## src/hw/rtl/ckc_pkg.sv

```systemverilog
// Shared types, constants and the keyword table of the C keyword counter.
// Used by ckc_scanner and c_keyword_counter; no dependencies of its own.
`default_nettype none

package ckc_pkg;

    // Sizes of the block.
    localparam int NUM_KEYWORDS = 32;
    localparam int MAX_WORD     = 20;
    localparam int COUNT_BITS   = 16;
    localparam int KEY_CHARS    = 8;

    localparam int KW_IDX_W = $clog2(NUM_KEYWORDS);
    localparam int LEN_W    = $clog2(MAX_WORD);
    localparam int POS_W    = $clog2(KEY_CHARS);

    // Action codes of an input word.
    localparam logic [1:0] ACT_TEXT  = 2'd0;
    localparam logic [1:0] ACT_FLUSH = 2'd1;
    localparam logic [1:0] ACT_READ  = 2'd2;

    // Reply kinds of a result word.
    localparam logic REPLY_HIT  = 1'b0;
    localparam logic REPLY_READ = 1'b1;

    // Character codes.
    localparam logic [7:0] CH_UP_A  = 8'h41;
    localparam logic [7:0] CH_UP_Z  = 8'h5A;
    localparam logic [7:0] CH_LO_A  = 8'h61;
    localparam logic [7:0] CH_LO_Z  = 8'h7A;
    localparam logic [7:0] CH_DIG_0 = 8'h30;
    localparam logic [7:0] CH_DIG_9 = 8'h39;
    localparam logic [7:0] CH_QUOTE = 8'h22;

    typedef struct packed {
        logic [1:0] action;
        logic [7:0] text_byte;
        logic [4:0] key_index;
    } in_word_t;

    typedef struct packed {
        logic        reply_kind;
        logic [4:0]  keyword_number;
        logic [15:0] keyword_count;
    } out_word_t;

    // Counter operation requested by the scanner.
    typedef enum logic [1:0] {
        OP_NONE,
        OP_HIT,
        OP_READ
    } op_t;

    typedef struct packed {
        op_t                 op;
        logic [KW_IDX_W-1:0] idx;
    } req_t;

    // Keywords in alphabetical order, left-justified and padded with spaces.
    localparam logic [8*KEY_CHARS-1:0] KW_TEXT [NUM_KEYWORDS] = '{
        "auto    ", "break   ", "case    ", "char    ",
        "const   ", "continue", "default ", "do      ",
        "double  ", "else    ", "enum    ", "extern  ",
        "float   ", "for     ", "goto    ", "if      ",
        "int     ", "long    ", "register", "return  ",
        "short   ", "signed  ", "sizeof  ", "static  ",
        "struct  ", "switch  ", "typedef ", "union   ",
        "unsigned", "void    ", "volatile", "while   "
    };

    localparam logic [LEN_W-1:0] KW_LEN [NUM_KEYWORDS] = '{
        5'd4, 5'd5, 5'd4, 5'd4, 5'd5, 5'd8, 5'd7, 5'd2,
        5'd6, 5'd4, 5'd4, 5'd6, 5'd5, 5'd3, 5'd4, 5'd2,
        5'd3, 5'd4, 5'd8, 5'd6, 5'd5, 5'd6, 5'd6, 5'd6,
        5'd6, 5'd6, 5'd7, 5'd5, 5'd8, 5'd4, 5'd8, 5'd5
    };

    // Character at position pos of keyword k.
    function automatic logic [7:0] kw_char(input int k, input int pos);
        logic [8*KEY_CHARS-1:0] text;
        text = KW_TEXT[k];
        return text[8*(KEY_CHARS-1-pos) +: 8];
    endfunction

endpackage

`default_nettype wire

```

## src/hw/rtl/ckc_ram.sv

```systemverilog
// Generic single-port-write, single-port-read RAM with a registered read.
// A read at the address being written returns the old contents. No dependencies.
`default_nettype none

module ckc_ram #(
    parameter int WIDTH = 16,
    parameter int DEPTH = 32
) (
    input  wire logic                     clk,
    input  wire logic                     we,
    input  wire logic [$clog2(DEPTH)-1:0] waddr,
    input  wire logic [WIDTH-1:0]         wdata,
    input  wire logic                     re,
    input  wire logic [$clog2(DEPTH)-1:0] raddr,
    output logic      [WIDTH-1:0]         rdata
);

    logic [WIDTH-1:0] mem_reg [DEPTH];
    logic [WIDTH-1:0] rdata_reg;

    // Write port.
    always_ff @(posedge clk)
    begin
        if (we)
        begin
            mem_reg[waddr] <= wdata;
        end
    end

    // Registered read port.
    always_ff @(posedge clk)
    begin
        if (re)
        begin
            rdata_reg <= mem_reg[raddr];
        end
    end

    assign rdata = rdata_reg;

endmodule

`default_nettype wire

```

## src/hw/rtl/ckc_scanner.sv

```systemverilog
// Text scanner: tracks word and string state, collects word characters and
// matches a finished word against the keyword table. Depends on ckc_pkg.
`default_nettype none

module ckc_scanner
    import ckc_pkg::*;
(
    input  wire logic     clk,
    input  wire logic     rst_n,
    input  wire logic     accept,
    input  wire in_word_t item,
    output req_t          req
);

    typedef enum logic [1:0] {
        M_IDLE,
        M_WORD,
        M_STRING
    } mode_t;

    mode_t            mode_reg, mode_next;
    logic [LEN_W-1:0] len_reg, len_next;
    logic [7:0]       chars_reg [KEY_CHARS];

    logic             wr_en;
    logic [POS_W-1:0] wr_pos;
    logic [7:0]       c;
    logic             is_letter, is_alnum, is_quote;
    logic             finish;
    logic             match_hit;
    logic [KW_IDX_W-1:0] match_idx;

    // Character classes; bytes of 128 and above fall in none of them.
    assign c         = item.text_byte;
    assign is_letter = (c >= CH_UP_A && c <= CH_UP_Z) || (c >= CH_LO_A && c <= CH_LO_Z);
    assign is_alnum  = is_letter || (c >= CH_DIG_0 && c <= CH_DIG_9);
    assign is_quote  = (c == CH_QUOTE);

    // Parallel compare of the open word against every keyword.
    always_comb
    begin
        logic eq;
        match_hit = 1'b0;
        match_idx = '0;
        for (int k = 0; k < NUM_KEYWORDS; k++)
        begin
            eq = (len_reg == KW_LEN[k]);
            for (int p = 0; p < KEY_CHARS; p++)
            begin
                if (LEN_W'(p) < len_reg && chars_reg[p] != kw_char(k, p))
                begin
                    eq = 1'b0;
                end
            end
            if (eq)
            begin
                match_hit = 1'b1;
                match_idx = KW_IDX_W'(k);
            end
        end
    end

    // Next scan state and the counter request of the current word.
    always_comb
    begin
        mode_next = mode_reg;
        len_next  = len_reg;
        wr_en     = 1'b0;
        wr_pos    = '0;
        finish    = 1'b0;
        req.op    = OP_NONE;
        req.idx   = item.key_index;

        case (item.action)
            ACT_TEXT:
            begin
                if (mode_reg == M_STRING)
                begin
                    if (is_quote)
                    begin
                        mode_next = M_IDLE;
                    end
                end
                else if (mode_reg == M_WORD && is_alnum)
                begin
                    if (len_reg < LEN_W'(MAX_WORD - 1))
                    begin
                        if (len_reg < LEN_W'(KEY_CHARS))
                        begin
                            wr_en  = 1'b1;
                            wr_pos = len_reg[POS_W-1:0];
                        end
                        len_next = len_reg + 1'b1;
                    end
                    else
                    begin
                        // Over-long word: the extra character ends it and is dropped.
                        finish    = 1'b1;
                        mode_next = M_IDLE;
                        len_next  = '0;
                    end
                end
                else
                begin
                    // Outside a word, or a byte that ends the open word.
                    finish    = (mode_reg == M_WORD);
                    mode_next = M_IDLE;
                    len_next  = '0;
                    if (is_letter)
                    begin
                        wr_en     = 1'b1;
                        wr_pos    = '0;
                        len_next  = LEN_W'(1);
                        mode_next = M_WORD;
                    end
                    else if (is_quote)
                    begin
                        mode_next = M_STRING;
                    end
                end
            end
            ACT_FLUSH:
            begin
                finish    = (mode_reg == M_WORD);
                mode_next = M_IDLE;
                len_next  = '0;
            end
            ACT_READ:
            begin
                req.op = OP_READ;
            end
            default:
            begin
            end
        endcase

        if (finish && match_hit)
        begin
            req.op  = OP_HIT;
            req.idx = match_idx;
        end
    end

    // Scan state.
    always_ff @(posedge clk or negedge rst_n)
    begin
        if (!rst_n)
        begin
            mode_reg <= M_IDLE;
            len_reg  <= '0;
        end
        else if (accept)
        begin
            mode_reg <= mode_next;
            len_reg  <= len_next;
        end
    end

    // Word characters; only positions written in the current word are compared.
    always_ff @(posedge clk)
    begin
        if (accept && wr_en)
        begin
            chars_reg[wr_pos] <= c;
        end
    end

endmodule

`default_nettype wire

```

## src/hw/rtl/c_keyword_counter.sv

```systemverilog
// Top level of the C keyword counter: scanner, counter memory with its
// read-modify-write stage, and the result register. Depends on ckc_pkg,
// ckc_scanner and ckc_ram.
//
// The block takes one input word per clock cycle while item_stall is low. A
// text byte or end-of-text word is scanned in the cycle it is accepted; if it
// closes a keyword, the counter memory is read in that cycle and the word
// enters the update stage. When that stage moves on, the saturating increment
// is written back and the result word is loaded into the result register. A
// counter read takes the same path. The rate is set by the single counter
// memory, which does one read and one write per cycle; a one-entry forward
// covers a counter that is read at the same edge its updated value is written.
// Counters are cleared at reset by per-entry valid bits, so the block needs no
// clearing pass and is ready right after reset. Words that cause no result
// produce nothing.
`default_nettype none

module c_keyword_counter
    import ckc_pkg::*;
(
    input  wire logic      clk,
    input  wire logic      rst_n,
    input  wire logic      item_valid,
    output logic           item_stall,
    input  wire in_word_t  item,
    output logic           result_valid,
    input  wire logic      result_stall,
    output out_word_t      result
);

    req_t                  req;
    logic                  accept;
    logic                  load_s1;
    logic                  s1_adv;

    logic                  s1_valid_reg;
    op_t                   s1_op_reg;
    logic [KW_IDX_W-1:0]   s1_idx_reg;

    logic                  fwd_valid_reg, fwd_valid_next;
    logic [KW_IDX_W-1:0]   fwd_idx_reg;
    logic [COUNT_BITS-1:0] fwd_data_reg;

    logic [NUM_KEYWORDS-1:0] cnt_valid_reg;

    logic                  result_valid_reg;
    out_word_t             result_reg;

    logic                  ram_we;
    logic [COUNT_BITS-1:0] ram_rdata;
    logic [COUNT_BITS-1:0] cur_count;
    logic [COUNT_BITS-1:0] inc_count;

    // Handshake: hold the input only when the update stage cannot move on.
    assign item_stall = s1_valid_reg && result_valid_reg && result_stall;
    assign accept     = item_valid && !item_stall;
    assign load_s1    = accept && (req.op != OP_NONE);
    assign s1_adv     = s1_valid_reg && !(result_valid_reg && result_stall);

    ckc_scanner u_scanner (
        .clk    (clk),
        .rst_n  (rst_n),
        .accept (accept),
        .item   (item),
        .req    (req)
    );

    ckc_ram #(
        .WIDTH (COUNT_BITS),
        .DEPTH (NUM_KEYWORDS)
    ) u_counts (
        .clk   (clk),
        .we    (ram_we),
        .waddr (s1_idx_reg),
        .wdata (inc_count),
        .re    (load_s1),
        .raddr (req.idx),
        .rdata (ram_rdata)
    );

    // Current counter value: forwarded write, memory data, or zero if never written.
    always_comb
    begin
        if (fwd_valid_reg && fwd_idx_reg == s1_idx_reg)
        begin
            cur_count = fwd_data_reg;
        end
        else if (cnt_valid_reg[s1_idx_reg])
        begin
            cur_count = ram_rdata;
        end
        else
        begin
            cur_count = '0;
        end
        inc_count = (cur_count == '1) ? cur_count : cur_count + 1'b1;
    end

    assign ram_we = s1_adv && (s1_op_reg == OP_HIT);

    // The forward holds only for a read issued at the same edge as the write.
    always_comb
    begin
        if (load_s1)
        begin
            fwd_valid_next = ram_we;
        end
        else if (s1_adv)
        begin
            fwd_valid_next = 1'b0;
        end
        else
        begin
            fwd_valid_next = fwd_valid_reg;
        end
    end

    // Update stage and result register control.
    always_ff @(posedge clk or negedge rst_n)
    begin
        if (!rst_n)
        begin
            s1_valid_reg     <= 1'b0;
            fwd_valid_reg    <= 1'b0;
            cnt_valid_reg    <= '0;
            result_valid_reg <= 1'b0;
        end
        else
        begin
            if (load_s1)
            begin
                s1_valid_reg <= 1'b1;
            end
            else if (s1_adv)
            begin
                s1_valid_reg <= 1'b0;
            end
            fwd_valid_reg <= fwd_valid_next;
            if (ram_we)
            begin
                cnt_valid_reg[s1_idx_reg] <= 1'b1;
            end
            if (s1_adv)
            begin
                result_valid_reg <= 1'b1;
            end
            else if (!result_stall)
            begin
                result_valid_reg <= 1'b0;
            end
        end
    end

    // Update stage and result payload.
    always_ff @(posedge clk)
    begin
        if (load_s1)
        begin
            s1_op_reg    <= req.op;
            s1_idx_reg   <= req.idx;
            fwd_idx_reg  <= s1_idx_reg;
            fwd_data_reg <= inc_count;
        end
        if (s1_adv)
        begin
            result_reg.reply_kind     <= (s1_op_reg == OP_HIT) ? REPLY_HIT : REPLY_READ;
            result_reg.keyword_number <= s1_idx_reg;
            result_reg.keyword_count  <= (s1_op_reg == OP_HIT) ? inc_count : cur_count;
        end
    end

    assign result_valid = result_valid_reg;
    assign result       = result_reg;

    // A forward is only armed while a word sits in the update stage.
    a_fwd_needs_s1: assert property (@(posedge clk) disable iff (!rst_n)
        fwd_valid_reg |-> s1_valid_reg)
        else $error("forward armed with empty update stage");

    // A counted keyword always reports a nonzero count.
    a_hit_nonzero: assert property (@(posedge clk) disable iff (!rst_n)
        (result_valid_reg && result_reg.reply_kind == REPLY_HIT)
            |-> (result_reg.keyword_count != '0))
        else $error("keyword hit reported with zero count");

    // After a counter write the entry is marked as holding data.
    a_written_valid: assert property (@(posedge clk) disable iff (!rst_n)
        ram_we |=> cnt_valid_reg[$past(s1_idx_reg)])
        else $error("written counter not marked valid");

    // Input is held only while a word waits in the update stage behind a stalled result.
    a_stall_cause: assert property (@(posedge clk) disable iff (!rst_n)
        item_stall |-> (s1_valid_reg && result_valid_reg))
        else $error("input stalled without a blocked result");

endmodule

`default_nettype wire

```

## config.mk

```make
export PLATFORM = sky130hd
export DESIGN_NAME = c_keyword_counter
export DESIGN_NICKNAME = d
export VERILOG_FILES = /design/src/hw/rtl/ckc_pkg.sv /design/src/hw/rtl/ckc_ram.sv /design/src/hw/rtl/ckc_scanner.sv /design/src/hw/rtl/c_keyword_counter.sv
export SDC_FILE = /design/constraint.sdc
export NUM_CORES = 1
export LEC_CHECK = 0
export BUFFER_PORTS_ARGS = -buffer_cell sky130_fd_sc_hd__buf_2
export CAP_MARGIN = 30
export CORE_ASPECT_RATIO = 1.25
export CORE_MARGIN = 2
export CORE_UTILIZATION = 40
export CTS_BUF_LIST = sky130_fd_sc_hd__clkbuf_16
export CTS_CLUSTER_SIZE = 8
export DETAILED_ROUTE_END_ITERATION = 10
export PLACE_DENSITY_LB_ADDON = 0.25
export SLEW_MARGIN = 20
export SYNTH_ARGS = -nofsm -noshare
export SYNTH_HDL_FRONTEND = slang
export SYNTH_SLANG_ARGS = --single-unit
```

## constraint.sdc

```tcl
create_clock -name clk -period 15 [get_ports clk]
set_clock_uncertainty 0.05 [all_clocks]
set_input_delay 0.75 -clock clk [delete_from_list [all_inputs] [get_ports clk]]
set_output_delay 0.75 -clock clk [all_outputs]
set_load 0.02 [all_outputs]
```

==> out/qor.csv, run 1 <==
stage;metric;value;unit
power;p_leak;10.9;nW
logic_synthesis;ys_seq_area_frac;0.665;
min_path;hold_path_depth;3;
finish;largest_reg_flops;512;
clock_network;cts_resized;0;
clock_network;clock-sinks;684;
logic_synthesis;synth-seq-cells;684;
place;post-place-ws;8.85;ns
logic_synthesis;synthCells;2433;
critical_path;rr_worst_depth;14;
logic_synthesis;synth_edf_count;642;
place;routabilityCongestion;0.954;
critical_path;cp_max_fo;77;
sta;maxSlewViolCount;0;
finish;fillerInstances;6684;
power;p_total;0.00423;W
clock_network;cts-root-buf;clkbuf_16;
clock_network;clkTransAtPathRegs;0.05;ns
sta;tightest_slew;1.05;ns
logic_synthesis;synth_mux_area_frac;0.0103;
logic_synthesis;synth_compound_area_frac;0.105;
critical_path;cp-start-kind;register;
routing;drt-pass1-iter-count;5;
power;ir_drop;0.0000823;V
min_path;hold_path.class;primary input to register;
logic_synthesis;synth_top_family_by_area;simple AND/OR/NAND/NOR gates;
logic_synthesis;synth_area;30600;um2
critical_path;r2r_slack;8.81;ns
sta;tns;0;ns
critical_path;crit_arrival;6.59;ns
die;placementRows;113;
sta;max_freq;162;MHz
clock_network;clock_latency;0.66;ns
clock_network;clockBufferDepth;3;
critical_path;r2r_end;u_counts.rdata[10];
global_route;grt_pass1_wl;140;mm
run_status;status;finished clean;
sta;setup_ws;8.81;ns
logic_synthesis;synth_cell_types;91;
die;dieWidth;251;um
routing;wl;95.1;mm
sta;period_share;0.412;
routing;post-route-drc-count;0;
min_path;hold_end;result_valid;
routing;routed_via_density;6.28;
sta;maxSlewHeadroom;0.293;
min_path;hp-start;result_stall;
die;die_h;313;um
logic_synthesis;synth_xor_area_frac;0.00631;
critical_path;required;15.40;ns
finish;fin_util;0.458;
place;dp.cells;3349;
critical_path;cp-end-kind;register;
critical_path;r2r-start;u_scanner.len_reg[1];
die;core_region_area;75800;um2
finish;layout-drive-gt1-share;0.154;
routing;drt.antenna.violating_nets;0;
finish;antenna_cells;0;
global_route;grt-ovfl-total;0;
logic_synthesis;yosys.area_share.simple;0.177;
die;num_io_pins;43;
sta;finalHoldViolCount;0;
clock_network;cts_buffers;96;
logic_synthesis;yosysWarnings;0;
sta;period_minus_slack;6.19;ns
die;die-area;78600;um2
sta;rsz0062_at_grt;false;
place;dp_hpwl;60.3;mm
die;floorplan.initialDensity;0.403;
sta;setup_violations;0;
power;p_per_area;122;nW/um2
global_route;antenna_found_initial;0;
logic_synthesis;async_flop_share;0.0614;
routing;wl_per_cell;27.3;um
place;io_buffers;42;
global_route;grt_use_total;0.238;
flow_run;drv_cap;0;
finish;final_nets;2498;
routing;drt_iter0_markers;2183;
global_route;grt_max_degree;117;
finish;area_growth;13.7;%
clock_network;htree_levels;3;
global_route;grt_pass1_vias;21300;
logic_synthesis;syn_area_per_cell;12.6;um2
logic_synthesis;synthAdderAreaFrac;0.00164;
finish;stdcell_count;3479;
clock_network;cts_tree;yes;
logic_synthesis;syn_nets;2456;
critical_path;path_class;register to register;
logic_synthesis;ys.flop_type;edfxtp_1;
routing;vias;21800;
==> power breakdown <==
group | total [W] | switching (W) | internal (W) | leakage (nW)
logic | 0.000205 | 0.000146 | 0.0000599 | 3.41
registers | 0.00211 | 0.0000108 | 0.00210 | 6.13
clock network | 0.00192 | 0.000783 | 0.00113 | 1.36
total | 0.00423 | 0.000940 | 0.00329 | 10.9
==> worst max path at each step <==
stage / start / end / slack (ns) / cells after the start
floorplan: u_scanner.len_reg[0] / fwd_valid_reg / 10.01 / 14
global placement: u_scanner.len_reg[3] / u_counts.rdata[7] / 8.95 / 12
detailed placement: u_scanner.len_reg[3] / u_counts.rdata[1] / 8.85 / 12
CTS: u_scanner.len_reg[3] / u_counts.rdata[1] / 8.85 / 12
global route: u_scanner.len_reg[1] / u_counts.rdata[8] / 8.54 / 14
finish: u_scanner.len_reg[1] / u_counts.rdata[10] / 8.81 / 14
==> layout make-up <==
class	count	area [um2]	area share
clock inverters	29	228	0.00656
flip-flops and latches	684	20300	0.585
multi-input cells	1544	9540	0.275
well taps	977	1220	0.0352
clock buffers	96	2400	0.0692
inverters	24	90.1	0.00259
repair buffers	125	918	0.0264
==> worst max-delay path, cell delays in order, from the launching register on <==
cell       delay [ns]
dfrtp_1          0.92
ha_1             0.32
nor4bb_2         0.28
nand3_1          0.20
a2111oi_1        0.87
nand3b_1         0.24
o2111ai_1        0.27
nor3_1           0.27
a32oi_4          0.32
buf_4            0.55
buf_4            0.77
nand3_1          0.20
nand3_1          0.14
a41oi_1          0.20
nor4_2           0.32
==> cells in the mapped netlist, drive strengths merged, types with 6 or more instances <==
master | instances | area [um2]
nor3 | 25 | 135
xnor2 | 12 | 105
buf | 128 | 741
or2 | 36 | 225
nand2b | 8 | 50.1
a22oi | 19 | 156
nor2 | 98 | 370
mux2i | 7 | 70.1
or3 | 7 | 43.8
a2111oi | 11 | 105
nor4bb | 12 | 126
xor2 | 10 | 87.6
a21oi | 41 | 220
nand4 | 30 | 188
or4 | 7 | 52.6
nand3 | 558 | 2800
o21ai | 275 | 1390
inv | 24 | 90.1
edfxtp | 642 | 19300
a41oi | 80 | 708
clkbuf | 53 | 213
mux4 | 8 | 180
and4b | 6 | 60.1
a32oi | 11 | 96.3
nor4b | 8 | 82.6
a211oi | 7 | 80.1
nor4 | 42 | 380
nor3b | 6 | 45.0
dfrtp | 42 | 1050
nand2 | 88 | 333
a31oi | 18 | 134
nor2b | 32 | 200
and2 | 11 | 68.8
==> kinds of logic after synthesis <==
kind of cell	after synthesis
adder cells (fa/ha/maj)	4
AND/OR/NAND/NOR	1001
flip-flops	684
multiplexers	20
buffers and inverters	205
XOR/XNOR	22
AO/OA/AOI/OAI	497
==> what timing repair did <==
action                     4_1_cts  5_1_grt
setup endpoints to repair        0        0
hold buffers                     1        0
hold endpoints to repair        17        0
setup buffers                    0        0
==> placed cells by master, fill, tap and decap left out, drive strengths merged, types with 18 or more instances in the layout <==
cell type / instances
or2: 36
a22oi: 19
nor3: 25
edfxtp: 642
dfrtp: 42
nand3: 558
a21oi: 41
nor2: 98
nand4: 30
clkbuf: 98
a31oi: 18
inv: 47
nor2b: 32
nor4: 42
nand2: 88
a41oi: 80
o21ai: 275
buf: 122
==> per-layer routing <==
layer / vias up / share of wire / GRT usage
li1: 9587 / - / -
met1: 11100 / 0.39 / 0.295
met2: 917 / 0.50 / 0.411
met3: 260 / 0.055 / 0.0294
met4: 0 / 0.050 / 0.123
met5: - / 0 / 0
==> per-stage QoR <==
stage	hold slack, ns	instance area (um2)
6_report	0.307	34700
5_1_grt	0.321	34700
4_1_cts	0.273	34700
3_5_place_dp	0.397	32000
3_3_place_gp	0.394	31900
2_1_floorplan	0.384	30600
(Power assumes the default switching activity.)
==> inputs of run 2 (changes only) <==
==> constraint.sdc (replaced) <==
create_clock -name clk -period 6.3 [get_ports clk]
set_clock_uncertainty 0.05 [all_clocks]
set_input_delay 0.315 -clock clk [delete_from_list [all_inputs] [get_ports clk]]
set_output_delay 0.315 -clock clk [all_outputs]
set_load 0.02 [all_outputs]
==> out/qor.csv, run 2 (synthesis results as in run 1) <==
stage;metric;value;unit;change
run_status;status;finished clean;;
critical_path;cp-end-kind;register;;
clock_network;htree_levels;3;;unchanged
sta;maxSlewViolCount;0;;unchanged
finish;layout_common_cells;edfxtp_1 (642), nand3_1 (556), o21ai_0 (273);;
global_route;grt_pass1_vias;21300;;-0.38%
global_route;grt_util_met2;0.421;;+0.00995
routing;drt_iter0_markers;2163;;-0.92%
die;num_io_pins;43;;unchanged
place;dp_hpwl;62.0;mm;+2.8%
routing;vias;21800;;+0.014%
power;p_per_area;286;nW/um2;+140%
critical_path;cp_max_fo;18;;-77%
clock_network;clkTransAtPathRegs;0.05;ns;about the same
global_route;antenna_found_initial;2;;+2
global_route;grt-ovfl-total;0;;unchanged
die;core_region_area;75800;um2;unchanged
critical_path;r2r-start;u_scanner.len_reg[3];;
die;floorplan.initialDensity;0.403;;unchanged
finish;area_growth;14.6;%;
global_route;grtUsageMet3;0.0296;;+0.000166
global_route;grt.busiest_layer;met2;;
die;dieWidth;251;um;unchanged
clock_network;cts_setup_buffers;0;;unchanged
clock_network;cts_buffers;95;;-1.0%
finish;final_nets;2523;;+1.0%
power;p_total;0.0100;W;+140%
critical_path;r2r_slack;0.36;ns;-8.45 ns
clock_network;clockBufferDepth;3;;unchanged
critical_path;cp-start-kind;register;;
die;placementRows;113;;unchanged
sta;period_minus_slack;5.94;ns;-0.247 ns
routing;post-route-drc-count;0;;unchanged
global_route;grt_use_total;0.239;;+0.000676
sta;hold_ws;0.0253;ns;-0.282 ns
sta;rsz0062_at_grt;false;;
routing;wl;94.6;mm;-0.44%
die;die_h;313;um;unchanged
min_path;hold_end;u_scanner.chars_reg[3][7];;
power;p_leak;11.0;nW;+1.3%
sta;tns;0;ns;unchanged
place;routabilityCongestion;0.956;;+0.20%
finish;final_common_cell;edfxtp_1;;
sta;finalHoldViolCount;0;;unchanged
min_path;hp-start;item[12];;
finish;layout-drive-gt1-share;0.159;;+0.00527
routing;drt-pass1-iter-count;5;;unchanged
routing;routed_via_density;6.23;;-0.70%
global_route;use_met1;0.294;;-0.000705
clock_network;clock_latency;0.65;ns;about the same
clock_network;clock-sinks;684;;unchanged
sta;tightest_slew;0.948;ns;-0.0986 ns
sta;max_freq;168;MHz;+4.2%
critical_path;required;6.62;ns;-8.78 ns
routing;drt.antenna.violating_nets;0;;unchanged
critical_path;path_class;register to register;;
clock_network;cts-root-buf;clkbuf_16;;
min_path;hold_path.class;primary input to register;;
die;die-area;78600;um2;unchanged
finish;largest_reg_flops;512;;unchanged
critical_path;rr_worst_depth;16;;+2
routing;wl_per_cell;27.0;um;-1.1%
global_route;grt_max_degree;130;;+11%
sta;setup_violations;0;;unchanged
sta;period_share;0.942;;+0.530
flow_run;drv_cap;0;;unchanged
clock_network;cts_tree;yes;;
global_route;grt_pass1_wl;141;mm;+0.46%
place;io_buffers;42;;unchanged
min_path;hold_path_depth;1;;-2
power;ir_drop;0.000187;V;+130%
sta;maxSlewHeadroom;0.359;;+0.0660
critical_path;crit_arrival;6.26;ns;-0.33 ns
critical_path;r2r_end;u_counts.rdata[3];;
-- run 2: how the worst max path moves through the flow --
stage	from	to	slack (ns)	depth (start not counted)
after detailed placement	u_scanner.len_reg[3]	u_counts.rdata[3]	0.68	15
after global routing	u_scanner.len_reg[3]	u_counts.rdata[3]	0.25	16
after CTS	u_scanner.len_reg[3]	u_counts.rdata[3]	0.64	15
after floorplan	u_scanner.len_reg[0]	fwd_valid_reg	1.31	14
after global placement	u_scanner.len_reg[3]	u_counts.rdata[3]	0.79	15
final	u_scanner.len_reg[3]	u_counts.rdata[3]	0.36	16
-- run 2: power breakdown --
group          internal [W]  switching, W
sequential          0.00499     0.0000269
combinational      0.000153      0.000344
clock               0.00268       0.00183
total               0.00782       0.00220
-- run 2: final cells by class --
type                       instances  area, um2
antenna                            1       2.50
clock buffer                      96       2400
clock inverter                    27        169
fill                            6713      40800
inverter                          24       90.1
multi-input combinational       1544       9540
sequential                       684      20300
tap                              977       1220
timing repair buffer             151       1250
-- run 2: layer usage --
layer,vias up,share of wire,routed length [um]
met4,0,0.044,4190
met2,881,0.51,48600
met1,11100,0.39,37000
li1,9641,-,-
met3,226,0.051,4850
met5,-,0,0
-- run 2: metrics by stage --
stage	util	cell area [um2]	setup slack (ns)	std cells
2_1_floorplan	-	30600	1.31	2433
3_3_place_gp	0.425	32200	0.786	3364
3_5_place_dp	0.426	32300	0.685	3372
4_1_cts	0.461	35000	0.639	3501
5_1_grt	0.462	35000	0.249	3504
6_report	0.462	35000	0.362	3504
-- run 2: worst max-delay path, stage by stage (launching register included) --
cell and delay [ns]:
dfrtp_1 0.64, nor2_2 0.67, buf_4 0.32, nand2_1 0.31
a211oi_2 0.69, nand4_1 0.31, nand4_1 0.29, nor4_4 0.15
buf_6 0.18, a21oi_4 0.19, buf_4 0.30, mux2i_4 0.53
buf_12 0.23, buf_4 0.17, nand3_1 0.08, a41oi_1 0.41
nor4_2 0.08
-- run 2: repair_timing --
| item | CTS | global route |
|---|---|---|
| gates resized for setup | 0 | 0 |
| hold buffers | 6 | 0 |
| endpoints found under the hold margin | 57 | 0 |
==> inputs of run 3 (changes only) <==
--- a/config.mk
+++ b/config.mk
@@ -9,7 +9,7 @@
 export CAP_MARGIN = 30
 export CORE_ASPECT_RATIO = 1.25
 export CORE_MARGIN = 2
-export CORE_UTILIZATION = 40
+export CORE_UTILIZATION = 60
 export CTS_BUF_LIST = sky130_fd_sc_hd__clkbuf_16
 export CTS_CLUSTER_SIZE = 8
 export DETAILED_ROUTE_END_ITERATION = 10
==> out/qor.csv, run 3 (synthesis results as in run 1) <==
stage;metric;value;unit;change
sta;rsz0062_at_grt;false;;
critical_path;slowest_delay;0.89;ns;+0.20 ns
critical_path;cp_num_buf_inv;2;;-3
place;dp_hpwl;63.0;mm;+1.6%
routing;drt.antenna.violating_nets;0;;unchanged
die;placementRows;92;;-19%
clock_network;clockBufferDepth;3;;unchanged
power;combPwrFrac;0.054;;+0.004
sta;tightest_slew;0.951;ns;+0.00342 ns
clock_network;cts.hold.buffers_added;2;;-4
routing;drt-pass1-iter-count;6;;+1
finish;antenna_cells;0;;-1
flow_run;drv_cap;0;;unchanged
sta;setup_ws;0.344;ns;-0.0186 ns
global_route;grt_pass1_vias;22500;;+5.9%
clock_network;cts_tree;yes;;
die;die-area;52800;um2;-33%
routing;vias;23200;;+6.2%
routing;dr_wl_met2;49.4;mm;+1.7%
min_path;hold_path.class;primary input to register;;
critical_path;cp-end-kind;register;;
clock_network;cts_buffers;95;;unchanged
sta;maxSlewHeadroom;0.357;;-0.00202
sta;maxSlewViolCount;0;;unchanged
sta;hold_ws;0.0281;ns;+0.00279 ns
clock_network;htree_levels;3;;unchanged
die;dieWidth;206;um;-18%
clock_network;cts_resized;0;;unchanged
global_route;grt_use_total;0.372;;+0.133
power;ir_drop;0.000247;V;+32%
routing;highest_layer;met4;;
finish;fillerInstances;3384;;-50%
finish;final_nets;2563;;+1.6%
critical_path;path_common_cell;buf_4;;
die;core_region_area;50400;um2;-33%
clock_network;clkTransAtPathRegs;0.05;ns;about the same
sta;tns;0;ns;unchanged
critical_path;crit_arrival;6.31;ns;+0.05 ns
finish;layout-drive-gt1-share;0.167;;+0.00739
global_route;grt_pass1_wl;143;mm;+1.8%
sta;period_minus_slack;5.96;ns;+0.0186 ns
finish;area_growth;14.7;%;
critical_path;crit_slowest_cell;dfrtp_1;;
power;swShare;0.221;;+0.00138
die;num_io_pins;43;;unchanged
die;die_h;256;um;-18%
global_route;grt_max_degree;130;;unchanged
clock_network;cts_setup_buffers;0;;unchanged
routing;wl_met1;31.6;mm;-14%
global_route;antenna_found_initial;1;;-1
clock_network;clock_latency;0.64;ns;about the same
power;p_leak;11.4;nW;+2.9%
sta;finalHoldViolCount;0;;unchanged
routing;wl_per_cell;30.3;um;+12%
sta;period_share;0.945;;+0.00295
routing;drt_iter0_markers;3401;;+57%
place;io_buffers;42;;unchanged
sta;max_freq;168;MHz;-0.31%
die;floorplan.initialDensity;0.606;;+0.203
finish;largest_reg_flops;512;;unchanged
power;pwr-share-seq;0.497;;-0.003
critical_path;required;6.66;ns;+0.04 ns
clock_network;cts-root-buf;clkbuf_16;;
power;p_per_area;288;nW/um2;+0.55%
critical_path;cp-start-kind;register;;
sta;setup_violations;0;;unchanged
global_route;grt-ovfl-total;0;;unchanged
power;clockPowerShare;0.450;;about the same
routing;route.met3.wl;9.09;mm;+87%
place;post-place-ws;0.687;ns;+0.00271 ns
critical_path;path_class;register to register;;
routing;post-route-drc-count;0;;unchanged
finish;layout_common_cells;edfxtp_1 (642), nand3_1 (556), o21ai_0 (273);;
routing;routed_via_density;7.17;;+15%
critical_path;crit_family;compound AO/OA/AOI/OAI gates;;
routing;wl;98.1;mm;+3.7%
critical_path;cp_max_fo;63;;+45
finish;stdcell_area;35000;um2;+0.13%
place;routabilityCongestion;1.02;;+7.2%
run_status;status;finished clean;;
place;postPlaceCellArea;32300;um2;-0.13%
power;intPower;0.00786;W;+0.50%
finish;final_common_cell;edfxtp_1;;
power;switching_power;0.00223;W;+1.3%
clock_network;clock-sinks;684;;unchanged
critical_path;worstPathCellList;nor2_2 > buf_4 > a22oi_1 > nor2_1 > nand4_1 > o2111ai_1 > nor3_1 > a32o_4 > buf_4 > o21ai_0 > nand3_1 > a41oi_1 > nor4_1;;
run 3: cell types whose count changed in the layout (fill, tap and decap cells not counted), moves of 3 or more:
cell	before	now
nor2_1	64	80
nor2_4	4	7
buf_6	7	10
buf_12	14	21
buf_4	80	105
buf_8	1	5
nor2_2	30	11
inv_1	44	54
dlygate4sd3_1	6	2
run 3: layout make-up:
cell class / count / area, um2 / share of cell area
inverter: 24 / 90.1 / 0.00257
clock buffer: 96 / 2400 / 0.0685
multi-input combinational: 1544 / 9510 / 0.271
clock inverter: 37 / 239 / 0.00682
timing repair buffer: 191 / 1660 / 0.0472
sequential: 684 / 20300 / 0.580
tap: 658 / 823 / 0.0235
run 3: routing by layer:
metal | global-route usage | vias up
met5 | 0 | -
met4 | 0.255 | 0
met3 | 0.0683 | 395
met2 | 0.629 | 1675
met1 | 0.429 | 11400
li1 | - | 9724
run 3: worst paths after layout:
path                                      startpoint                        end  slack (ns)  cells after the start
worst max register to register  u_scanner.len_reg[3]          u_counts.rdata[1]        0.34                     13
worst max-delay path            u_scanner.len_reg[3]          u_counts.rdata[1]        0.34                     13
worst min-delay path                         item[7]  u_scanner.chars_reg[1][2]        0.03                      1
min in group asynchronous                      rst_n               result_valid        0.13                      2
max in group asynchronous                      rst_n          cnt_valid_reg[18]        5.55                      3
worst min register to register     cnt_valid_reg[12]          cnt_valid_reg[12]        0.41                      1
run 3: through the flow:
stage | total power [W] | cells | utilization
floorplan | 0.00540 | 2433 | -
global placement | 0.00560 | 3077 | 0.637
detailed placement | 0.00562 | 3091 | 0.640
CTS | 0.0101 | 3226 | 0.693
global route | 0.0103 | 3234 | 0.695
finish | 0.0101 | 3234 | 0.695
run 3: power by group through the flow:
stage	Clock (W)	Sequential (W)	Combinational, W
floorplan	0	0.00509	0.000306
global placement	0	0.00510	0.000506
detailed placement	0	0.00510	0.000522
CTS	0.00456	0.00501	0.000528
global route	0.00475	0.00501	0.000575
finish	0.00454	0.00501	0.000543
